### config.mk
export PLATFORM = sky130hd
export DESIGN_NAME = vgtl_queue
export DESIGN_NICKNAME = d
export VERILOG_FILES = /design/src/sv/vgtl_pkg.sv /design/src/sv/vgtl_queue.sv
export SDC_FILE = /design/constraint.sdc
export NUM_CORES = 1
export LEC_CHECK = 0
export ABC_CLOCK_PERIOD_IN_PS = 5600
export BUFFER_PORTS_ARGS = -buffer_cell sky130_fd_sc_hd__buf_4
export CORE_MARGIN = 4
export CORE_UTILIZATION = 51
export DETAILED_ROUTE_END_ITERATION = 6
export PLACE_DENSITY = 0.83
export SETUP_SLACK_MARGIN = 0.15
export SLEW_MARGIN = 20
export SYNTH_ARGS = -nofsm -noshare
export SYNTH_HDL_FRONTEND = slang
export SYNTH_SLANG_ARGS = --single-unit
### constraint.sdc
create_clock -name i_clk -period 5.6 [get_ports i_clk]
set_clock_uncertainty 0.15 [all_clocks]
set_input_delay 1.12 -clock i_clk [delete_from_list [all_inputs] [get_ports i_clk]]
set_output_delay 1.12 -clock i_clk [all_outputs]
set_load 0.02 [all_outputs]
### src/sv/vgtl_pkg.sv
// Package with the shared types and constants of the vector grid trilinear lookup.
`timescale 1ns / 1ps

package vgtl_pkg;

    localparam int GRID_X_DEF   = 32;
    localparam int GRID_Y_DEF   = 32;
    localparam int GRID_Z_DEF   = 32;
    localparam int IDX_W        = 15;
    localparam int CELL_W       = 8;
    localparam int FRAC_W       = 16;
    localparam int FIELD_W      = 24;
    localparam int COORD_W      = 32;
    localparam int INV_W        = 24;
    localparam int QUEUE_DEPTH  = 4;
    localparam int PADDR_W      = 5;

    localparam logic CMD_WRITE = 1'b0;
    localparam logic CMD_QUERY = 1'b1;

    localparam logic [2:0] REG_ORIGIN_X   = 3'd0;
    localparam logic [2:0] REG_ORIGIN_Y   = 3'd1;
    localparam logic [2:0] REG_ORIGIN_Z   = 3'd2;
    localparam logic [2:0] REG_INV_STEP_X = 3'd3;
    localparam logic [2:0] REG_INV_STEP_Y = 3'd4;
    localparam logic [2:0] REG_INV_STEP_Z = 3'd5;

    localparam logic [INV_W-1:0] INV_STEP_RESET = 24'd65536;

    typedef struct packed {
        logic                        command;
        logic [IDX_W-1:0]            entry_index;
        logic signed [FIELD_W-1:0]   write_fx;
        logic signed [FIELD_W-1:0]   write_fy;
        logic signed [FIELD_W-1:0]   write_fz;
        logic signed [COORD_W-1:0]   coord_x;
        logic signed [COORD_W-1:0]   coord_y;
        logic signed [COORD_W-1:0]   coord_z;
    } t_in_item;

    typedef struct packed {
        logic signed [FIELD_W-1:0]   result_fx;
        logic signed [FIELD_W-1:0]   result_fy;
        logic signed [FIELD_W-1:0]   result_fz;
        logic                        inside_grid;
    } t_out_item;

    typedef struct packed {
        logic signed [COORD_W-1:0]   origin_x;
        logic signed [COORD_W-1:0]   origin_y;
        logic signed [COORD_W-1:0]   origin_z;
        logic [INV_W-1:0]            inv_step_x;
        logic [INV_W-1:0]            inv_step_y;
        logic [INV_W-1:0]            inv_step_z;
    } t_cfg;

    typedef struct packed {
        logic signed [FIELD_W-1:0]   fx;
        logic signed [FIELD_W-1:0]   fy;
        logic signed [FIELD_W-1:0]   fz;
    } t_vec;

    // One classified item as it waits between front and back.
    typedef struct packed {
        logic                        is_query;
        logic                        ok;
        logic [IDX_W-1:0]            idx;
        t_vec                        wdata;
        logic [CELL_W-1:0]           ix;
        logic [CELL_W-1:0]           iy;
        logic [CELL_W-1:0]           iz;
        logic [FRAC_W-1:0]           ux;
        logic [FRAC_W-1:0]           uy;
        logic [FRAC_W-1:0]           uz;
    } t_job;

endpackage

### src/sv/vgtl_queue.sv
// Short queue of classified items between the front and the back.
`timescale 1ns / 1ps

module vgtl_queue
    import vgtl_pkg::*;
(
    input  logic i_clk,
    input  logic i_rst_n,
    input  logic i_push,
    input  t_job i_data,
    output logic o_full,
    input  logic i_pop,
    output logic o_valid,
    output t_job o_data
);

    localparam int PW = $clog2(QUEUE_DEPTH);

    t_job          r_q [QUEUE_DEPTH];
    logic [PW-1:0] r_wp, r_rp;
    logic [PW:0]   r_cnt;
    logic          do_push, do_pop;

    assign o_full  = (r_cnt == (PW+1)'(QUEUE_DEPTH));
    assign o_valid = (r_cnt != '0);
    assign o_data  = r_q[r_rp];
    assign do_push = i_push && !o_full;
    assign do_pop  = i_pop && o_valid;

    always_ff @(posedge i_clk) begin
        if (!i_rst_n) begin
            r_wp  <= '0;
            r_rp  <= '0;
            r_cnt <= '0;
        end else begin
            if (do_push) r_wp <= r_wp + 1'b1;
            if (do_pop)  r_rp <= r_rp + 1'b1;
            if (do_push && !do_pop)      r_cnt <= r_cnt + 1'b1;
            else if (do_pop && !do_push) r_cnt <= r_cnt - 1'b1;
        end
    end

    always_ff @(posedge i_clk) begin
        if (do_push) r_q[r_wp] <= i_data;
    end

endmodule

==> results.cfg, run 1 <==
[clocking]
cts_resized = 0
cts.sinks = 653
cts_setup_buffers = 0
cts_tree = done
clkTransAtPathRegs_ns = 0.06
cts_buffers = 67
root_buffer = clkbuf_16
holdBufCountCts = 0
h-tree-depth = 3
clk_path_buf_depth = 3
clk_latency_ns = 0.57

[floorplan]
core_region_area_mm2 = 0.0457
die_area_mm2 = 0.0499
start_util_pct = 51.8
die_h_um = 223
die_x_um = 223
ios = 328
rows = 78

[route]
vias_per_cell = 5.63
wl_um = 46400
wl_per_cell_um = 24.3
remaining_drc_errors = 0
vias = 10800
drtIter0Drc = 793
first_pass_iters = 5
ant_nets = 0

[global_route]
grt_max_degree = 162
met3_usage_pct = 6.57
top_usage_layer = met2
first_global_vias = 11500
grt_util_met1_pct = 24.9
grt_antenna_before_repair = 3
grt_use_total_pct = 18.6
grtUsageMet2_pct = 29.5
grt_pass1_wl_um = 70700
grt_overflow_total = 0

[cells_and_area]
fillers = 2971
syn_to_final_growth_pct = 22.3
fin_area_mm2 = 0.0290
final_nets = 1433
drive_above_1_share_pct = 46.1

[synth]
synth_most_common_cell = edfxtp_1
yosysTopAreaCell = edfxtp_1
syn_area_mm2 = 0.0237
ys.warnings.count = 0
ys_async_sr_fraction_pct = 0
synth_edf_count = 644
synth_top_flop_cell = edfxtp_1
ys_top_cells_by_count = 644 x edfxtp_1, 161 x mux4_2, 18 x buf_2
seq_area_frac_synth_pct = 82.4
yosysTopAreaCellShare_pct = 81.7
syn_nets = 1060
synth_area_leaders = edfxtp_1 82%, mux4_2 15%, dfxtp_1 0.76%
synthDistinctLibCells = 21
ys_ff_latch = 653
synth_cells = 889
avgSynthCellArea_um2 = 26.6

[sta]
finalHoldViolCount = 0
final-setup-viol-count = 0
holdWs_ns = 0.380
rsz0062_at_grt = false
fmax_mhz = 248
post-route-min-period_ns = 4.04
timing.slew.headroom_pct = 26.5
worst-slew-pin-transition_ns = 1.10
min_period_over_period_pct = 72.1
drv_slew = 0
finalSetupTns_ns = 0

[flow_run]
max-cap-violations = 0

[critical_path]
worstPathRequired_ns = 4.33
end_kind = primary output
startpoint_type = register
worstSetupPathType = register to primary output
crit_path_max_fanout = 54
worst_ep_arrival_time_ns = 2.77

[outcome]
status = complete, no violations

[place]
dp_hpwl_um = 28000
dpl_cell_area_mm2 = 0.0269
place_congestion = 0.738
portBuffers = 327

[power_and_ir_drop]
finalPower_mw = 14.0
power.leakage_nw = 9.65
ir_drop_mv = 0.387
p_per_area_mw_per_mm2 = 485

[worst_hold_path]
worstHoldPathType = register to register
state kept, by name, indices dropped and copies added, names as in the netlist, named ones only:
register,cells
r_rp,2
r_q,644
r_cnt,3
r_wp,2
cells in the final DEF (no fill, tap or decap):
cell and n:
edfxtp_1 644, buf_4 334, mux4_2 161, clkbuf_16 67, clkinv_1 13, clkbuf_1 10
clkinv_2 9, inv_6 8, buf_12 8, dfxtp_1 7, ha_1 5, bufinv_16 5
and2_4 4, and2_1 4, nand2_1 4, inv_1 3, xnor2_1 3, mux2i_1 3
clkinvlp_4 3, diode_2 2, nor2b_1 2, or3_1 2, dfxtp_4 2, clkbuf_8 2
nor3b_1 1, o31ai_1 1, o311ai_0 1, xor2_1 1, o21ai_0 1, a21boi_0 1
fa_1 1, clkinv_4 1
critical path, cell delays in order, from the launching register on:
cell,delay (ns)
dfxtp_4,0.87
buf_4,0.61
mux4_2,0.45
buf_4,0.19
report_power, final:
| part | leakage, nW | total (mW) | internal (mW) | switching [mW] |
|---|---|---|---|---|
| logic | 2.66 | 3.69 | 1.72 | 1.97 |
| clock network | 1.02 | 4.20 | 2.46 | 1.74 |
| registers | 5.98 | 6.14 | 5.94 | 0.202 |
| total | 9.65 | 14.0 | 10.1 | 3.91 |
through the flow:
stage / instances / utilization [%] / worst slack (ns)
3_5_place_dp: 1793 / 58.8 / 2.17
3_3_place_gp: 1793 / 58.8 / 2.18
4_1_cts: 1911 / 63.4 / 1.52
5_1_grt: 1912 / 63.4 / 1.45
2_1_floorplan: 889 / - / 1.52
6_report: 1913 / 63.4 / 1.56
final timing paths:
kind / slack [ns] / to / start / depth (start not counted)
min reg2reg: 0.38 / r_wp[0] / r_wp[0] / 2
min: 0.38 / r_wp[0] / r_wp[0] / 2
max: 1.56 / o_data[88] / register / 3
max reg2reg: 2.93 / r_q[3][85] / r_cnt[0] / 5
cell type report:
class / instances / area, um2 / area share [%]
Inverter: 3 / 11.3 / 0.0389
Tap cell: 600 / 751 / 2.59
Timing Repair Buffer: 342 / 2670 / 9.21
Clock inverter: 39 / 345 / 1.19
Antenna cell: 2 / 5.00 / 0.0173
Sequential cell: 653 / 19500 / 67.4
Clock buffer: 79 / 1740 / 6.01
Multi-Input combinational cell: 195 / 3910 / 13.5
cells by family (layout without fill, tap and decap cells):
family	Yosys count	count (layout)	synth area share [%]
compound gates	4	4	0.122
xor+xnor	4	4	0.148
fa+ha+maj	6	6	0.349
buf+inv	41	463	1.09
flops	653	653	82.4
mux	164	164	15.4
other cells	0	2	0
simple gates	17	17	0.412
per-layer routing:
| layer | vias up | share of wire (%) |
|---|---|---|
| met2 | 493 | 49 |
| li1 | 4612 | - |
| met1 | 5578 | 39 |
| met3 | 80 | 9.4 |
| met5 | - | 0.028 |
| met4 | 2 | 2.4 |
No activity file was read; power rests on OpenSTA's default activity.
==> run 2: changes to the inputs <==
Settings changed: ABC_CLOCK_PERIOD_IN_PS 5600 to 3900, CORE_UTILIZATION 51 to 57, PLACE_DENSITY 0.83 to 0.87.
Clock period 5.6 ns to 3.9 ns, I/O delays scaled along.
==> run 2 against run 1 <==
Critical path depth unchanged. Setup slack lost 1.1 ns. Power increased by 45%. Routed wire length grew 3.6%. Clock power is 42% higher. Highest routed layer unchanged.
==> results.cfg, run 2 (synthesized netlist as in run 1, its figures left out) <==
[place]
place_congestion = 0.750
dp_hpwl_um = 30700
portBuffers = 327
pre_cts_ws_ns = 0.941

[sta]
rsz0062_at_grt = false
finalSetupTns_ns = 0
post-route-min-period_ns = 3.48
drv_slew = 0
fmax_mhz = 288
min_period_over_period_pct = 89.1
finalHoldViolCount = 0
worst_slack_ns = 0.425
final-setup-viol-count = 0
worst-slew-pin-transition_ns = 0.741
timing.slew.headroom_pct = 50.6

[route]
wl_um = 48100
drtIter0Drc = 946
ant_nets = 0
first_pass_iters = 4
wl_per_cell_um = 25.7
remaining_drc_errors = 0
vias = 10900
vias_per_cell = 5.82

[global_route]
grt_max_degree = 44
grt_overflow_total = 0
grt_pass1_wl_um = 72800
grt_antenna_before_repair = 2
first_global_vias = 11700
grt_use_total_pct = 21.6

[critical_path]
crit_path_max_fanout = 29
worst_ep_arrival_time_ns = 2.55
worstSetupPathType = register to primary output
reg2regPathDepth = 8
worstReg2RegEnd = r_cnt[2]
worstPathRequired_ns = 2.97
startpoint_type = register
reg2reg_slack_ns = 1.17
end_kind = primary output
r2r_start = r_cnt[0]

[cells_and_area]
final_core_util_pct = 71.3
reg_top3 = r_q: 644 flops, r_cnt: 3 flops
syn_to_final_growth_pct = 23.3
regMostFlops = r_q
final_common_cell = edfxtp_1
final_cell_mix = 644 x edfxtp_1, 352 x buf_4, 161 x mux4_2
largest_reg_flops = 644
fillers = 2254
final_nets = 1456
drive_above_1_share_pct = 47.9

[clocking]
cts_tree = done
h-tree-depth = 2
cts_resized = 0
clkTransAtPathRegs_ns = 0.07
clk_path_buf_depth = 3
clk_latency_ns = 0.60
holdBufCountCts = 0
cts.sinks = 653
cts_buffers = 61
root_buffer = clkbuf_16
cts_setup_buffers = 0

[power_and_ir_drop]
seq_power_share_pct = 43.4
internal_power_mw = 14.6
ir_drop_mv = 0.501
sw_frac_of_total_pct = 28.1
pwr-share-comb_pct = 27.3
p_per_area_mw_per_mm2 = 697
finalPower_mw = 20.3
power.switching_mw = 5.71
p_clk_share_pct = 29.3
power.leakage_nw = 9.83

[floorplan]
start_util_pct = 57.9
rows = 74
die_x_um = 212
die_area_mm2 = 0.0449
ios = 328
die_h_um = 212
core_region_area_mm2 = 0.0409

[worst_hold_path]
min_to = r_q[0][100]
worstHoldPathType = input pin to register
min_path_cells = 1
worstHoldStart = i_data[100]

[flow_run]
max-cap-violations = 0

[outcome]
status = complete, no violations
run 2: cell count changes in the layout (fill, tap and decap cells not counted), sizes merged:
cell,delta
bufinv,+3
inv,-5
diode,-1
clkbuf,-12
buf,+29
clkinvlp,+5
clkinv,+7
run 2: worst max-delay path by stage:
| stage | end | cells after the start |
|---|---|---|
| 2_1_floorplan | r_q[0][0] | 3 |
| 3_3_place_gp | o_data[85] | 3 |
| 3_5_place_dp | r_q[1][3] | 4 |
| 4_1_cts | o_data[77] | 3 |
| 5_1_grt | o_data[87] | 3 |
| 6_report | o_data[77] | 3 |
run 2: final cells by class:
type	count	area, um2	share of cell area (%)
inverter	3	11.3	0.0386
multi-input combinational	195	3910	13.4
sequential	653	19500	66.9
tap	532	666	2.28
clock inverter	49	468	1.60
clock buffer	67	1590	5.45
timing repair buffer	371	3020	10.4
antenna	1	2.50	0.00857
run 2: per-layer routing:
layer / vias to the layer above / routed length [um] / track usage [%]
li1: 4641 / - / -
met1: 5696 / 18300 / 29.5
met2: 473 / 24600 / 35.2
met3: 68 / 4330 / 6.24
met4: 4 / 909 / 5.69
met5: - / 34 / 0
run 2: through the flow:
stage          hold slack (ns)  cells  area, um2
2_1_floorplan            0.318    889      23700
3_3_place_gp             0.326   1754      27100
3_5_place_dp             0.364   1754      27100
4_1_cts                  0.176   1870      29200
5_1_grt                  0.188   1870      29200
6_report                 0.221   1871      29200
run 2: critical path: stages, from the launching register on:
cell,delay (ns)
dfxtp_4,0.83
buf_4,0.37
mux4_2,0.55
buf_4,0.18
run 2: power by group through the flow:
stage | clock [mW] | combinational, mW | sequential [mW]
after floorplan | 0 | 3.44 | 8.81
final | 5.97 | 5.55 | 8.83
after global routing | 6.42 | 5.86 | 8.89
after detailed placement | 0 | 5.60 | 8.98
after CTS | 6.06 | 5.64 | 8.84
after global placement | 0 | 5.50 | 8.91
